==> config.mk <==
export PLATFORM = sky130hd
export DESIGN_NAME = nmea_sentence_check_and_split
export DESIGN_NICKNAME = d
export VERILOG_FILES = /design/src/rtl/core/nscs_pkg.sv /design/src/rtl/core/nmea_sentence_check_and_split.sv
export SDC_FILE = /design/constraint.sdc
export NUM_CORES = 1
export LEC_CHECK = 0
export BUFFER_PORTS_ARGS = -buffer_cell sky130_fd_sc_hd__buf_2
export CAP_MARGIN = 20
export CORE_MARGIN = 4
export CORE_UTILIZATION = 58
export DETAILED_ROUTE_END_ITERATION = 6
export GPL_TIMING_DRIVEN = 0
export PLACE_DENSITY = 0.79
export SYNTH_ARGS = -nofsm -noshare
export SYNTH_HDL_FRONTEND = slang
export SYNTH_SLANG_ARGS = --single-unit
==> constraint.sdc <==
create_clock -name clock -period 2.8 [get_ports clock]
set_clock_uncertainty 0.05 [all_clocks]
set_input_delay 0.14 -clock clock [delete_from_list [all_inputs] [get_ports clock]]
set_output_delay 0.14 -clock clock [all_outputs]
set_load 0.02 [all_outputs]
==> src/rtl/core/nscs_pkg.sv <==
// ----------------------------------------------------------------------------
// NMEA sentence checker package
// Delimiter characters and the hex digit decoder.
// ----------------------------------------------------------------------------
package nscs_pkg;

   localparam logic [7:0] CHAR_DOLLAR = 8'h24;
   localparam logic [7:0] CHAR_STAR   = 8'h2A;
   localparam logic [7:0] CHAR_COMMA  = 8'h2C;

   typedef struct packed {
      logic       valid;
      logic [3:0] value;
   } hex_digit_type;

   // Decimal digits and letters a-f of either case; anything else is not hex.
   function automatic hex_digit_type hex_decode(input logic [7:0] b);
      hex_digit_type res;
      res.valid = 1'b0;
      res.value = 4'd0;
      if (b >= 8'h30 && b <= 8'h39) begin
         res.valid = 1'b1;
         res.value = b[3:0];
      end else if ((b >= 8'h61 && b <= 8'h66) || (b >= 8'h41 && b <= 8'h46)) begin
         res.valid = 1'b1;
         res.value = b[3:0] + 4'd9;
      end
      return res;
   endfunction

endpackage

==> src/rtl/core/nmea_sentence_check_and_split.sv <==
// ----------------------------------------------------------------------------
// NMEA sentence checker and field splitter
// Checks the XOR checksum of each sentence and splits its body into fields.
// ----------------------------------------------------------------------------
//  channel   direction   handshake              payload
//  req       in          req_valid / req_stall  req_data_byte
//  rsp       out         rsp_valid / rsp_stall  char, index, end and verdict flags
//
// Each accepted byte gives exactly one result, shown in the cycle after it is accepted.
// A new byte is taken in every cycle unless req_stall is high; the sentence state and the result
// register are both updated at the edge that accepts it.
// req_stall is high only while a result waits in the output register and
// rsp_stall holds it there. Reset returns to waiting for a dollar.
module nmea_sentence_check_and_split #(
   parameter int BODY_LIMIT      = 128,
   parameter int MAX_FIELDS      = 32,
   parameter int MAX_FIELD_CHARS = 16
) (
   input  logic       clock,
   input  logic       reset,
   input  logic       req_valid,
   output logic       req_stall,
   input  logic [7:0] req_data_byte,
   output logic       rsp_valid,
   input  logic       rsp_stall,
   output logic       rsp_char_valid,
   output logic [7:0] rsp_char_out,
   output logic [4:0] rsp_field_index,
   output logic [3:0] rsp_char_index,
   output logic       rsp_field_end,
   output logic       rsp_sentence_end,
   output logic       rsp_checksum_ok,
   output logic       rsp_field_truncated
);

   localparam logic [1:0] PH_IDLE = 2'd0;
   localparam logic [1:0] PH_BODY = 2'd1;
   localparam logic [1:0] PH_SUM  = 2'd2;

   localparam logic [7:0] BODY_MAX   = 8'(BODY_LIMIT);
   localparam logic [4:0] LAST_FIELD = 5'(MAX_FIELDS - 1);
   localparam logic [4:0] CHAR_MAX   = 5'(MAX_FIELD_CHARS);

   logic [1:0] phase_ff, phase_in;
   logic [7:0] running_xor_ff, running_xor_in;
   logic [7:0] body_count_ff, body_count_in;
   logic [4:0] current_field_ff, current_field_in;
   logic [4:0] current_char_ff, current_char_in;
   logic [7:0] received_sum_ff, received_sum_in;
   logic       sum_overflow_ff, sum_overflow_in;
   logic       length_exceeded_ff, length_exceeded_in;
   logic       fields_full_ff, fields_full_in;

   logic       rsp_valid_ff, rsp_valid_in;
   logic       char_valid_ff, char_valid_in;
   logic [7:0] char_out_ff, char_out_in;
   logic [4:0] field_index_ff, field_index_in;
   logic [3:0] char_index_ff, char_index_in;
   logic       field_end_ff, field_end_in;
   logic       sentence_end_ff, sentence_end_in;
   logic       checksum_ok_ff, checksum_ok_in;
   logic       truncated_ff, truncated_in;

   logic                  accept;
   logic                  sum_overflow_mid;
   nscs_pkg::hex_digit_type digit;

   assign req_stall = rsp_valid_ff && rsp_stall;
   assign accept    = req_valid && !req_stall;
   assign digit     = nscs_pkg::hex_decode(req_data_byte);

   always_comb begin
      phase_in           = phase_ff;
      running_xor_in     = running_xor_ff;
      body_count_in      = body_count_ff;
      current_field_in   = current_field_ff;
      current_char_in    = current_char_ff;
      received_sum_in    = received_sum_ff;
      sum_overflow_in    = sum_overflow_ff;
      length_exceeded_in = length_exceeded_ff;
      fields_full_in     = fields_full_ff;
      sum_overflow_mid   = sum_overflow_ff;

      char_valid_in   = 1'b0;
      char_out_in     = 8'd0;
      field_index_in  = 5'd0;
      char_index_in   = 4'd0;
      field_end_in    = 1'b0;
      sentence_end_in = 1'b0;
      checksum_ok_in  = 1'b0;
      truncated_in    = 1'b0;

      if (phase_ff == PH_SUM) begin
         if (digit.valid) begin
            // Another digit on a value above 15 would not fit in a byte.
            sum_overflow_mid = sum_overflow_ff || (|received_sum_ff[7:4]);
            sum_overflow_in  = sum_overflow_mid;
            if (!sum_overflow_mid) begin
               received_sum_in = {received_sum_ff[3:0], digit.value};
            end
         end else begin
            sentence_end_in = 1'b1;
            checksum_ok_in  = !sum_overflow_ff && !length_exceeded_ff &&
                              (received_sum_ff == running_xor_ff);
            phase_in        = PH_IDLE;
         end
      end

      if (req_data_byte == nscs_pkg::CHAR_DOLLAR) begin
         phase_in           = PH_BODY;
         running_xor_in     = 8'd0;
         body_count_in      = 8'd0;
         current_field_in   = 5'd0;
         current_char_in    = 5'd0;
         received_sum_in    = 8'd0;
         sum_overflow_in    = 1'b0;
         length_exceeded_in = 1'b0;
         fields_full_in     = 1'b0;
      end else if (phase_ff == PH_BODY) begin
         if (req_data_byte == nscs_pkg::CHAR_STAR) begin
            if (!fields_full_ff) begin
               field_end_in   = 1'b1;
               field_index_in = current_field_ff;
            end
            received_sum_in = 8'd0;
            sum_overflow_in = 1'b0;
            phase_in        = PH_SUM;
         end else begin
            // Every other body byte, dropped or not, enters the checksum.
            running_xor_in = running_xor_ff ^ req_data_byte;
            if (body_count_ff >= BODY_MAX) begin
               length_exceeded_in = 1'b1;
            end else begin
               body_count_in = body_count_ff + 8'd1;
            end

            if (req_data_byte == nscs_pkg::CHAR_COMMA) begin
               if (fields_full_ff) begin
                  truncated_in = 1'b1;
               end else begin
                  field_end_in   = 1'b1;
                  field_index_in = current_field_ff;
                  if (current_field_ff >= LAST_FIELD) begin
                     fields_full_in = 1'b1;
                  end else begin
                     current_field_in = current_field_ff + 5'd1;
                  end
                  current_char_in = 5'd0;
               end
            end else if (fields_full_ff || current_char_ff >= CHAR_MAX) begin
               truncated_in = 1'b1;
            end else begin
               char_valid_in   = 1'b1;
               char_out_in     = req_data_byte;
               field_index_in  = current_field_ff;
               char_index_in   = current_char_ff[3:0];
               current_char_in = current_char_ff + 5'd1;
            end
         end
      end
   end

   assign rsp_valid_in = accept || (rsp_valid_ff && rsp_stall);

   always_ff @(posedge clock) begin
      if (reset) begin
         phase_ff           <= PH_IDLE;
         running_xor_ff     <= 8'd0;
         body_count_ff      <= 8'd0;
         current_field_ff   <= 5'd0;
         current_char_ff    <= 5'd0;
         received_sum_ff    <= 8'd0;
         sum_overflow_ff    <= 1'b0;
         length_exceeded_ff <= 1'b0;
         fields_full_ff     <= 1'b0;
         rsp_valid_ff       <= 1'b0;
      end else begin
         rsp_valid_ff <= rsp_valid_in;
         if (accept) begin
            phase_ff           <= phase_in;
            running_xor_ff     <= running_xor_in;
            body_count_ff      <= body_count_in;
            current_field_ff   <= current_field_in;
            current_char_ff    <= current_char_in;
            received_sum_ff    <= received_sum_in;
            sum_overflow_ff    <= sum_overflow_in;
            length_exceeded_ff <= length_exceeded_in;
            fields_full_ff     <= fields_full_in;
         end
      end
   end

   always_ff @(posedge clock) begin
      if (accept) begin
         char_valid_ff   <= char_valid_in;
         char_out_ff     <= char_out_in;
         field_index_ff  <= field_index_in;
         char_index_ff   <= char_index_in;
         field_end_ff    <= field_end_in;
         sentence_end_ff <= sentence_end_in;
         checksum_ok_ff  <= checksum_ok_in;
         truncated_ff    <= truncated_in;
      end
   end

   assign rsp_valid           = rsp_valid_ff;
   assign rsp_char_valid      = char_valid_ff;
   assign rsp_char_out        = char_out_ff;
   assign rsp_field_index     = field_index_ff;
   assign rsp_char_index      = char_index_ff;
   assign rsp_field_end       = field_end_ff;
   assign rsp_sentence_end    = sentence_end_ff;
   assign rsp_checksum_ok     = checksum_ok_ff;
   assign rsp_field_truncated = truncated_ff;

endmodule

==> results of run 1 <==
## stage by stage
step	power (mW)	TNS, ps	utilization [%]	hold slack [ps]
floorplan	1.05	0	-	214
global placement	1.10	-1670	65.5	306
detailed placement	1.10	0	65.5	317
CTS	2.02	0	70.1	87.7
global route	2.09	0	70.1	105
finish	2.01	0	70.1	98.8
## worst reg2reg max path, cell delays in order (launching register included)
cell and delay [ps]:
sky130_fd_sc_hd__dfxtp_1 320, sky130_fd_sc_hd__a21bo_2 270, sky130_fd_sc_hd__inv_1 140, sky130_fd_sc_hd__buf_2 570
sky130_fd_sc_hd__o2111ai_1 470, sky130_fd_sc_hd__a211oi_1 310, sky130_fd_sc_hd__a31o_2 140
## kinds of logic after synthesis
family / share of synthesized area (%)
XOR/XNOR: 5.05
flip-flops: 46.8
adder cells (fa/ha/maj): 4.01
AND/OR/NAND/NOR: 20.0
buffers and inverters: 3.28
AO/OA/AOI/OAI: 19.6
multiplexers: 1.36
## sequential cells by signal, indices dropped and copies added, names as in the netlist
register / cells
rsp_checksum_ok: 1
phase_ff: 2
rsp_field_index: 5
fields_full_ff: 1
rsp_field_truncated: 1
length_exceeded_ff: 1
rsp_sentence_end: 1
received_sum_ff: 8
rsp_char_valid: 1
current_field_ff: 5
current_char_ff: 5
rsp_valid: 1
running_xor_ff: 8
rsp_char_out: 8
rsp_field_end: 1
rsp_char_index: 4
body_count_ff: 8
sum_overflow_ff: 1
## worst max path at each step
stage	startpoint	to	slack, ps	depth (start not counted)
after global placement	rsp_valid	received_sum_ff[2]	-320	6
after CTS	req_valid	received_sum_ff[2]	400	8
after detailed placement	req_data_byte[0]	received_sum_ff[4]	280	8
final	req_valid	received_sum_ff[2]	360	8
after global routing	req_valid	received_sum_ff[2]	150	8
after floorplan	rsp_valid	received_sum_ff[0]	190	5
## routing by layer
| metal | GRT usage (%) | part of all wire, % |
|---|---|---|
| met1 | 31.3 | 45 |
| met5 | 0 | 0 |
| met3 | 6.32 | 7.4 |
| met2 | 36.1 | 46 |
| met4 | 10.5 | 1.5 |
## Yosys cell counts, types with 2 or more instances
master / instances
sky130_fd_sc_hd__mux2i_1: 2
sky130_fd_sc_hd__edfxtp_1: 22
sky130_fd_sc_hd__a21oi_1: 24
sky130_fd_sc_hd__and2_1: 17
sky130_fd_sc_hd__inv_1: 13
sky130_fd_sc_hd__a22o_1: 4
sky130_fd_sc_hd__o2111ai_1: 2
sky130_fd_sc_hd__nand4_1: 3
sky130_fd_sc_hd__clkbuf_1: 6
sky130_fd_sc_hd__o41ai_1: 2
sky130_fd_sc_hd__nand3b_1: 2
sky130_fd_sc_hd__or3b_2: 2
sky130_fd_sc_hd__dfxtp_1: 40
sky130_fd_sc_hd__o21ai_2: 3
sky130_fd_sc_hd__buf_6: 2
sky130_fd_sc_hd__or2_2: 2
sky130_fd_sc_hd__ha_1: 10
sky130_fd_sc_hd__o21ai_0: 16
sky130_fd_sc_hd__a211oi_1: 4
sky130_fd_sc_hd__or3_1: 10
sky130_fd_sc_hd__nor4b_1: 2
sky130_fd_sc_hd__a21oi_2: 2
sky130_fd_sc_hd__nor2b_1: 2
sky130_fd_sc_hd__nand2_1: 16
sky130_fd_sc_hd__o211ai_1: 7
sky130_fd_sc_hd__a31o_2: 4
sky130_fd_sc_hd__nand3_1: 12
sky130_fd_sc_hd__nor2_1: 26
sky130_fd_sc_hd__xnor2_1: 11
sky130_fd_sc_hd__xor2_1: 7
sky130_fd_sc_hd__mux2_2: 2
sky130_fd_sc_hd__nor4_1: 2
sky130_fd_sc_hd__o21a_1: 3
sky130_fd_sc_hd__nor3_1: 5
## cells in the final DEF, fill, tap and decap left out, types with 3 or more instances in the layout
master / instances
sky130_fd_sc_hd__and2_1: 17
sky130_fd_sc_hd__o21ai_0: 16
sky130_fd_sc_hd__clkbuf_8: 9
sky130_fd_sc_hd__nand3_1: 12
sky130_fd_sc_hd__xor2_1: 7
sky130_fd_sc_hd__nor3_1: 5
sky130_fd_sc_hd__clkbuf_1: 9
sky130_fd_sc_hd__xnor2_1: 11
sky130_fd_sc_hd__dfxtp_1: 40
sky130_fd_sc_hd__a22o_1: 4
sky130_fd_sc_hd__buf_2: 37
sky130_fd_sc_hd__edfxtp_1: 22
sky130_fd_sc_hd__nand2_1: 16
sky130_fd_sc_hd__bufinv_16: 3
sky130_fd_sc_hd__or3_1: 10
sky130_fd_sc_hd__a21oi_1: 24
sky130_fd_sc_hd__ha_1: 10
sky130_fd_sc_hd__o211ai_1: 7
sky130_fd_sc_hd__o21a_1: 3
sky130_fd_sc_hd__nand4_1: 3
sky130_fd_sc_hd__o21ai_2: 3
sky130_fd_sc_hd__nor2_1: 26
sky130_fd_sc_hd__inv_1: 13
sky130_fd_sc_hd__a31o_2: 4
sky130_fd_sc_hd__a211oi_1: 4
## final cells by class
type                            count  area share [%]
Clock buffer                       12            3.73
Sequential cell                    62            40.3
Clock inverter                      4            2.62
Multi-Input combinational cell    229            43.0
Inverter                           13            1.35
Tap cell                           70            2.41
Buffer                             10            1.52
Timing Repair Buffer               36            5.11
## power breakdown
group | internal (mW) | switching, mW
sequential | 0.946 | 0.00370
combinational | 0.0372 | 0.0959
clock | 0.591 | 0.337
total | 1.57 | 0.436
==> results.json, run 1 <==
{
  "outcome": "finished clean",
  "maxSlewViolCount": 0,
  "post_dp_cell_area_um2": 3390,
  "die_w_um": 81.4,
  "tightest_slew_ps": 823,
  "boundaryPins": 36,
  "area_growth_syn_to_layout_pct": 16.1,
  "worstSkewPairLatency_ps": 340,
  "grt_pass1_wl_um": 11700,
  "die_h_um": 81.4,
  "yosys.cell_types.count": 61,
  "mappedNetlistArea_um2": 3120,
  "finalSetupViolCount": 0,
  "layoutNonFillerInstCount": 436,
  "power_density_nw_per_um2": 554,
  "cell_depth_of_the_worst_hold_path": 4,
  "cts-root-to-sink-buffers": 2,
  "route.final.wire_length_um": 6890,
  "ctsResizeCount": 0,
  "global_route.overflow_total": 0,
  "detailedPlacementHpwl_um": 5020,
  "peakVddDrop_mv": 0.399,
  "synth_net_count": 336,
  "post-route-worst-setup-slack_ps": 362,
  "criticalPathCategory": "in2reg",
  "critPathSlowestCell": "sky130_fd_sc_hd__buf_2",
  "hold_path.class": "in2reg",
  "yosys_warnings": 0,
  "holdCritStartpoint": "reset",
  "capture_instance_of_the_worst_register_to_register_path": "received_sum_ff[2]",
  "fmax_ghz": 0.410,
  "synthesis.area_per_instance_um2": 9.95,
  "cts_hold_buffers": 1,
  "synth_top_cell_area_share_pct": 25.6,
  "final.period_utilization_pct": 87.1,
  "worst_setup_path_end_kind": "flip-flop",
  "core_um2": 5170,
  "number_of_antenna_violations_at_the_first_check_in_global_routing": 0,
  "clk_root_buffer_cell": "sky130_fd_sc_hd__clkbuf_8",
  "synth_edf_count": 22,
  "globalRouteTotalUtil_pct": 23.6,
  "initial_utilization_pct": 60.4,
  "timing.max_slew.rel_slack_pct": 44.4,
  "die_area_um2": 6620,
  "worst_setup_path_start_kind": "input port",
  "synth.largest_area_cell": "sky130_fd_sc_hd__dfxtp_1",
  "ff2ff_path_depth": 6,
  "synth.area.top_cells": "sky130_fd_sc_hd__dfxtp_1 26%, sky130_fd_sc_hd__edfxtp_1 21%, sky130_fd_sc_hd__ha_1 4.0%",
  "synth_cells": 314,
  "clock_sinks": 62,
  "required_time_at_the_worst_slack_endpoint_ps": 3030,
  "multiInputGateArea_um2": 1560,
  "post_drt_wl_per_cell_um": 15.8,
  "grt_pass1_vias": 2429,
  "max_stage_delay_ps": 570,
  "synth_seq_cells": 62,
  "numCtsBuffers": 9,
  "cp_num_buf_inv": 4,
  "post-route-drc-count": 0,
  "max_cap_viol_count": 0,
  "layout.cell_area.non_filler_um2": 3630,
  "cts_post_setup_buffers_inserted": 0,
  "buffer_ports.inserted": 35,
  "synth_top_flop_cell": "sky130_fd_sc_hd__dfxtp_1",
  "antenna-diode-count": 0,
  "antenna_violating_nets_post_route": 0,
  "asyncSetResetFlopFracSynth_pct": 0,
  "row_count": 26,
  "gp_routability_congestion": 0.901,
  "worst_path_most_repeated_cell": "sky130_fd_sc_hd__buf_2",
  "min_delay_worst_endpoint": "sum_overflow_ff",
  "min_period_ps": 2440,
  "synth_sequential_area_ratio_pct": 46.8,
  "dr.first_iter.drc_count": 214,
  "post-place-cells": 419,
  "clock_transition_at_the_registers_of_the_reported_paths_ps": 60,
  "routed_via_density": 5.83,
  "h_tree_levels": 3,
  "ff2ff_setup_slack_ps": 480,
  "num-nets-final": 383,
  "grt_start_max_net_pins": 32,
  "detailroute.via_count": 2541,
  "power.static_leakage_nw": 1.36,
  "path_cells": "dlygate4sd3_1 -> buf_2 -> a21bo_2 -> inv_1 -> buf_2 -> o2111ai_1 -> a211oi_1 -> a31o_2",
  "critPathMaxFanout": 31,
  "layout-drive-gt1-share_pct": 20.5,
  "critical_path_arrival_ps": 2670,
  "register_area_um2": 1460,
  "worstReg2RegStart": "rsp_valid",
  "endpoints_failing_hold": 0,
  "tritoncts": "yes",
  "detailedRoute.firstPassIterationCount": 5,
  "dpl_worst_slack_ps": 283,
  "critPathTopFamily": "buffers and inverters",
  "nFillCells": 385,
  "grt_setup_unrepaired": "no"
}
Power figures use the tool's default switching activity.
==> run 2, diff against run 1 <==
--- a/config.mk
+++ b/config.mk
@@ -8,10 +8,11 @@
 export BUFFER_PORTS_ARGS = -buffer_cell sky130_fd_sc_hd__buf_2
 export CAP_MARGIN = 20
 export CORE_MARGIN = 4
-export CORE_UTILIZATION = 58
+export CORE_UTILIZATION = 52
+export CTS_BUF_LIST = sky130_fd_sc_hd__clkbuf_16
 export DETAILED_ROUTE_END_ITERATION = 6
 export GPL_TIMING_DRIVEN = 0
-export PLACE_DENSITY = 0.79
+export PLACE_DENSITY = 0.75
 export SYNTH_ARGS = -nofsm -noshare
 export SYNTH_HDL_FRONTEND = slang
 export SYNTH_SLANG_ARGS = --single-unit
==> constraint.sdc (replaced) <==
create_clock -name clock -period 2.2 [get_ports clock]
set_clock_uncertainty 0.05 [all_clocks]
set_input_delay 0.11 -clock clock [delete_from_list [all_inputs] [get_ports clock]]
set_output_delay 0.11 -clock clock [all_outputs]
set_load 0.02 [all_outputs]
==> results.json, run 2 (same netlist as run 1, synthesis figures left out) <==
{
  "layout-drive-gt1-share_pct": 20.5,
  "worstSkewPairLatency_ps": 320,
  "routed_via_density": 5.85,
  "initial_utilization_pct": 55.0,
  "layout.core_utilization_pct": 64.8,
  "required_time_at_the_worst_slack_endpoint_ps": 2410,
  "min_period_ps": 2030,
  "criticalPathCategory": "in2reg",
  "h_tree_levels": 3,
  "globalRouteTotalUtil_pct": 20.4,
  "critical_path_arrival_ps": 2240,
  "timing.max_slew.rel_slack_pct": 57.5,
  "post_drt_wl_per_cell_um": 16.0,
  "worst_setup_path_end_kind": "flip-flop",
  "gp_routability_congestion": 0.811,
  "grt_setup_unrepaired": "no",
  "area_growth_syn_to_layout_pct": 17.8,
  "antenna-diode-count": 0,
  "num-nets-final": 383,
  "layout.cell_area.non_filler_um2": 3680,
  "tightest_slew_ps": 637,
  "power.static_leakage_nw": 1.40,
  "clock_sinks": 62,
  "grt_pass1_vias": 2432,
  "buffer_ports.inserted": 35,
  "critPathMaxFanout": 10,
  "cts_post_setup_buffers_inserted": 0,
  "maxSlewViolCount": 0,
  "detailroute.via_count": 2562,
  "endpoints_failing_hold": 0,
  "worst_setup_path_start_kind": "input port",
  "boundaryPins": 36,
  "max_cap_viol_count": 0,
  "die_area_um2": 7310,
  "grt_start_max_net_pins": 32,
  "mostFrequentLayoutCell": "sky130_fd_sc_hd__dfxtp_1",
  "numCtsBuffers": 9,
  "antenna_violating_nets_post_route": 0,
  "clk_root_buffer_cell": "sky130_fd_sc_hd__clkbuf_16",
  "grt_pass1_wl_um": 11700,
  "tritoncts": "yes",
  "nFillCells": 484,
  "row_count": 27,
  "power_density_nw_per_um2": 698,
  "route.final.wire_length_um": 6990,
  "most-common-layout-cells": "40 x sky130_fd_sc_hd__dfxtp_1, 36 x sky130_fd_sc_hd__buf_2, 26 x sky130_fd_sc_hd__nor2_1",
  "cts-root-to-sink-buffers": 2,
  "dr.first_iter.drc_count": 148,
  "post_dp_cell_area_um2": 3400,
  "fmax_ghz": 0.492,
  "hold_path.class": "in2reg",
  "finalSetupViolCount": 0,
  "detailedPlacementHpwl_um": 4950,
  "whs_ps": 91.2,
  "global_route.overflow_total": 0,
  "post-route-drc-count": 0,
  "peakVddDrop_mv": 0.530,
  "die_h_um": 85.5,
  "die_w_um": 85.5,
  "core_um2": 5680,
  "outcome": "finished clean",
  "final.period_utilization_pct": 92.3,
  "detailedRoute.firstPassIterationCount": 4,
  "clock_transition_at_the_registers_of_the_reported_paths_ps": 50,
  "number_of_antenna_violations_at_the_first_check_in_global_routing": 0
}
-- run 2: cell count changes in the layout (fill, tap and decap cells not counted), sizes merged --
| cell | delta |
|---|---|
| clkinv | +1 |
| clkbuf | -3 |
| inv | +5 |
| bufinv | -3 |
-- run 2: layout make-up --
class                      instances  area (um2)  area share (%)
clock buffer                       9         225            6.12
tap                               72        90.1            2.45
inverter                          13        48.8            1.33
multi-input combinational        229        1580            43.0
clock inverter                     7        27.5           0.748
timing repair buffer              36         185            5.03
buffer                            10        57.6            1.56
sequential                        62        1460            39.7
-- run 2: where the power goes --
group	switching [mW]	internal, mW
Clock	0.454	0.732
Combinational	0.123	0.0489
Sequential	0.00476	1.21
Total	0.581	1.99
-- run 2: per-stage QoR --
| step | setup TNS, ps | setup WS (ps) | total power, mW | instances |
|---|---|---|---|---|
| 3_3_place_gp | -4730 | -264 | 1.40 | 421 |
| 3_5_place_dp | -6090 | -305 | 1.40 | 421 |
| 5_1_grt | 0 | 13.6 | 2.66 | 438 |
| 6_report | 0 | 169 | 2.57 | 438 |
| 4_1_cts | 0 | 50.1 | 2.59 | 438 |
| 2_1_floorplan | 0 | 29.3 | 1.34 | 314 |
-- run 2: worst paths after layout --
| kind | cells past startpoint | end | slack, ps | from |
|---|---|---|---|---|
| hold / removal | 3 | rsp_valid | 90 | rsp_stall |
| setup / recovery | 8 | current_char_ff[1] | 170 | req_data_byte[0] |
| setup reg to reg | 6 | running_xor_ff[2] | 170 | rsp_valid |
| hold reg to reg | 2 | body_count_ff[4] | 440 | body_count_ff[4] |
-- run 2: metal layers --
layer	GRT usage (%)	share of wire (%)	vias up
met5	0	0	-
met4	9.06	1.8	0
met3	4.71	5.9	13
met2	33.7	48	77
li1	-	-	1247
met1	25.3	44	1225
-- run 2: timing repair --
item	in CTS	in global routing
endpoints found under the setup margin	13	15
resized for setup	3	4
hold endpoints to repair	1	0
hold buffers	1	0
-- run 2: critical path: stages --
cell and delay [ps]:
sky130_fd_sc_hd__buf_2 130, sky130_fd_sc_hd__inv_1 130, sky130_fd_sc_hd__ha_1 260, sky130_fd_sc_hd__and3b_1 250, sky130_fd_sc_hd__a21oi_2 530, sky130_fd_sc_hd__o2111ai_4 260
sky130_fd_sc_hd__or3b_1 420, sky130_fd_sc_hd__a21oi_2 140
==> run 3, diff against run 2 <==
--- a/config.mk
+++ b/config.mk
@@ -5,12 +5,12 @@
 export SDC_FILE = /design/constraint.sdc
 export NUM_CORES = 1
 export LEC_CHECK = 0
-export BUFFER_PORTS_ARGS = -buffer_cell sky130_fd_sc_hd__buf_2
 export CAP_MARGIN = 20
 export CORE_MARGIN = 4
-export CORE_UTILIZATION = 52
+export CORE_UTILIZATION = 57
 export CTS_BUF_LIST = sky130_fd_sc_hd__clkbuf_16
 export DETAILED_ROUTE_END_ITERATION = 6
+export DONT_BUFFER_PORTS = 1
 export GPL_TIMING_DRIVEN = 0
 export PLACE_DENSITY = 0.75
 export SYNTH_ARGS = -nofsm -noshare
==> results.json, run 3 (same netlist as run 1, synthesis figures left out) <==
{
  "detailedRoute.firstPassIterationCount": 4,
  "ff2ff_setup_slack_ps": 200,
  "holdCritStartpoint": "reset",
  "min_delay_worst_endpoint": "rsp_valid",
  "die_h_um": 82.0,
  "post-route-drc-count": 0,
  "multiInputGateArea_um2": 1580,
  "layout.cell_area.non_filler_um2": 3570,
  "timing.max_slew.rel_slack_pct": 52.7,
  "route.final.wire_length_um": 6750,
  "critPathTopFamily": "compound AO/OA/AOI/OAI gates",
  "worst_setup_path_end_kind": "flip-flop",
  "fmax_ghz": 0.499,
  "clk_root_buffer_cell": "sky130_fd_sc_hd__clkbuf_16",
  "capture_instance_of_the_worst_register_to_register_path": "current_char_ff[1]",
  "area_growth_syn_to_layout_pct": 14.4,
  "worst_setup_path_start_kind": "flip-flop",
  "grt_setup_unrepaired": "no",
  "nFillCells": 411,
  "dpl_worst_slack_ps": -383,
  "cp_num_buf_inv": 0,
  "required_time_at_the_worst_slack_endpoint_ps": 2410,
  "antenna_violating_nets_post_route": 0,
  "peakVddDrop_mv": 0.581,
  "globalRouteTotalUtil_pct": 22.5,
  "outcome": "finished clean",
  "clock_transition_at_the_registers_of_the_reported_paths_ps": 50,
  "criticalPathCategory": "reg2reg",
  "boundaryPins": 36,
  "hold_path.class": "in2reg",
  "detailroute.via_count": 2401,
  "routed_via_density": 5.88,
  "finalSetupViolCount": 0,
  "worst_path_most_repeated_cell": "sky130_fd_sc_hd__a21oi_2",
  "critPathSlowestCell": "sky130_fd_sc_hd__a21oi_2",
  "min_period_ps": 2000,
  "gp_routability_congestion": 0.845,
  "mostFrequentLayoutCell": "sky130_fd_sc_hd__dfxtp_1",
  "worstReg2RegStart": "phase_ff[1]",
  "worstSkewPairLatency_ps": 320,
  "tritoncts": "yes",
  "global_route.overflow_total": 0,
  "totalPowerFinal_mw": 2.57,
  "die_w_um": 82.0,
  "power_density_nw_per_um2": 719,
  "ff2ff_path_depth": 5,
  "final.period_utilization_pct": 91.1,
  "maxSlewViolCount": 0,
  "number_of_antenna_violations_at_the_first_check_in_global_routing": 0,
  "post_dp_cell_area_um2": 3220,
  "dr.first_iter.drc_count": 172,
  "layout-drive-gt1-share_pct": 13.0,
  "grt_pass1_vias": 2330,
  "die_area_um2": 6730,
  "detailedPlacementHpwl_um": 4710,
  "buffer_ports.inserted": 0,
  "path_cells": "nand2b_1 -> a21oi_2 -> o2111ai_4 -> or3b_1 -> a21oi_2",
  "post-route-worst-setup-slack_ps": 196,
  "numCtsBuffers": 9,
  "h_tree_levels": 3,
  "cell_depth_of_the_worst_hold_path": 2,
  "tightest_slew_ps": 709,
  "post_drt_wl_per_cell_um": 16.5,
  "max_stage_delay_ps": 540,
  "core_um2": 5200,
  "register_area_um2": 1460,
  "num-nets-final": 355,
  "antenna-diode-count": 0,
  "endpoints_failing_hold": 0,
  "grt_pass1_wl_um": 11300,
  "critical_path_arrival_ps": 2210,
  "initial_utilization_pct": 60.0,
  "most-common-layout-cells": "40 x sky130_fd_sc_hd__dfxtp_1, 26 x sky130_fd_sc_hd__nor2_1, 24 x sky130_fd_sc_hd__a21oi_1",
  "row_count": 26,
  "power.static_leakage_nw": 1.26,
  "cts-root-to-sink-buffers": 2,
  "grt_start_max_net_pins": 32,
  "critPathMaxFanout": 10,
  "max_cap_viol_count": 0,
  "clock_sinks": 62
}
## run 3: changes by cell type in the layout (fill, tap and decap cells not counted), sizes merged
cell         change
buf             -35
clkinv           +2
clkinvlp         +1
dlygate4sd3      +7
inv              -3
## run 3: metal layers
metal / up-vias / GRT usage, % / wire, um
met2: 55 / 34.7 / 3100
met5: - / 0 / 0
met3: 9 / 5.70 / 334
met4: 0 / 7.14 / 103
met1: 1147 / 30.9 / 3210
li1: 1190 / - / -
## run 3: where the power goes
group          internal, mW  total (mW)  leakage (nW)  switching, mW
registers              1.21        1.24         0.545         0.0319
clock network         0.739        1.21         0.128          0.474
logic                0.0377       0.115         0.589         0.0770
total                  1.99        2.57          1.26          0.583
## run 3: worst max-delay path by stage
stage                             start                   to  depth (start not counted)
floorplan                     rsp_valid   received_sum_ff[0]                          5
global placement              rsp_valid   received_sum_ff[3]                          6
detailed placement            rsp_valid   received_sum_ff[3]                          6
CTS                           rsp_valid   received_sum_ff[3]                          6
global route        current_field_ff[0]  current_field_ff[2]                          8
finish                      phase_ff[1]   current_char_ff[1]                          5
## run 3: through the flow
step                TNS, ps  cells  hold slack [ps]  utilization (%)
floorplan                 0    314              184                -
global placement      -3130    384              186             61.8
detailed placement    -3960    384              197             61.8
CTS                       0    408             21.4             68.3
global route              0    408             27.2             68.6
finish                    0    408             13.5             68.6
## run 3: timing repair
action / in CTS / in global routing
gates cloned: 0 / 0
hold buffers: 8 / 0
endpoints found under the setup margin: 22 / 19
endpoints found under the hold margin: 9 / 0
pin swaps: 0 / 0
setup buffers: 0 / 0
resized for setup: 4 / 5
## run 3: area by class of cell
| cell class | count | share of cell area, % |
|---|---|---|
| multi-input cells | 229 | 44.1 |
| flip-flops and latches | 62 | 40.9 |
| clock buffers | 9 | 6.30 |
| well taps | 70 | 2.45 |
| repair buffers | 8 | 2.24 |
| plain buffers | 10 | 1.75 |
| inverters | 13 | 1.37 |
| clock inverters | 7 | 0.876 |
## run 3: worst register-to-register path, stage by stage, from the launching register on
cell and delay (ps):
sky130_fd_sc_hd__dfxtp_1 340, sky130_fd_sc_hd__nand2b_1 180, sky130_fd_sc_hd__a21oi_2 540, sky130_fd_sc_hd__o2111ai_4 260
sky130_fd_sc_hd__or3b_1 430, sky130_fd_sc_hd__a21oi_2 140
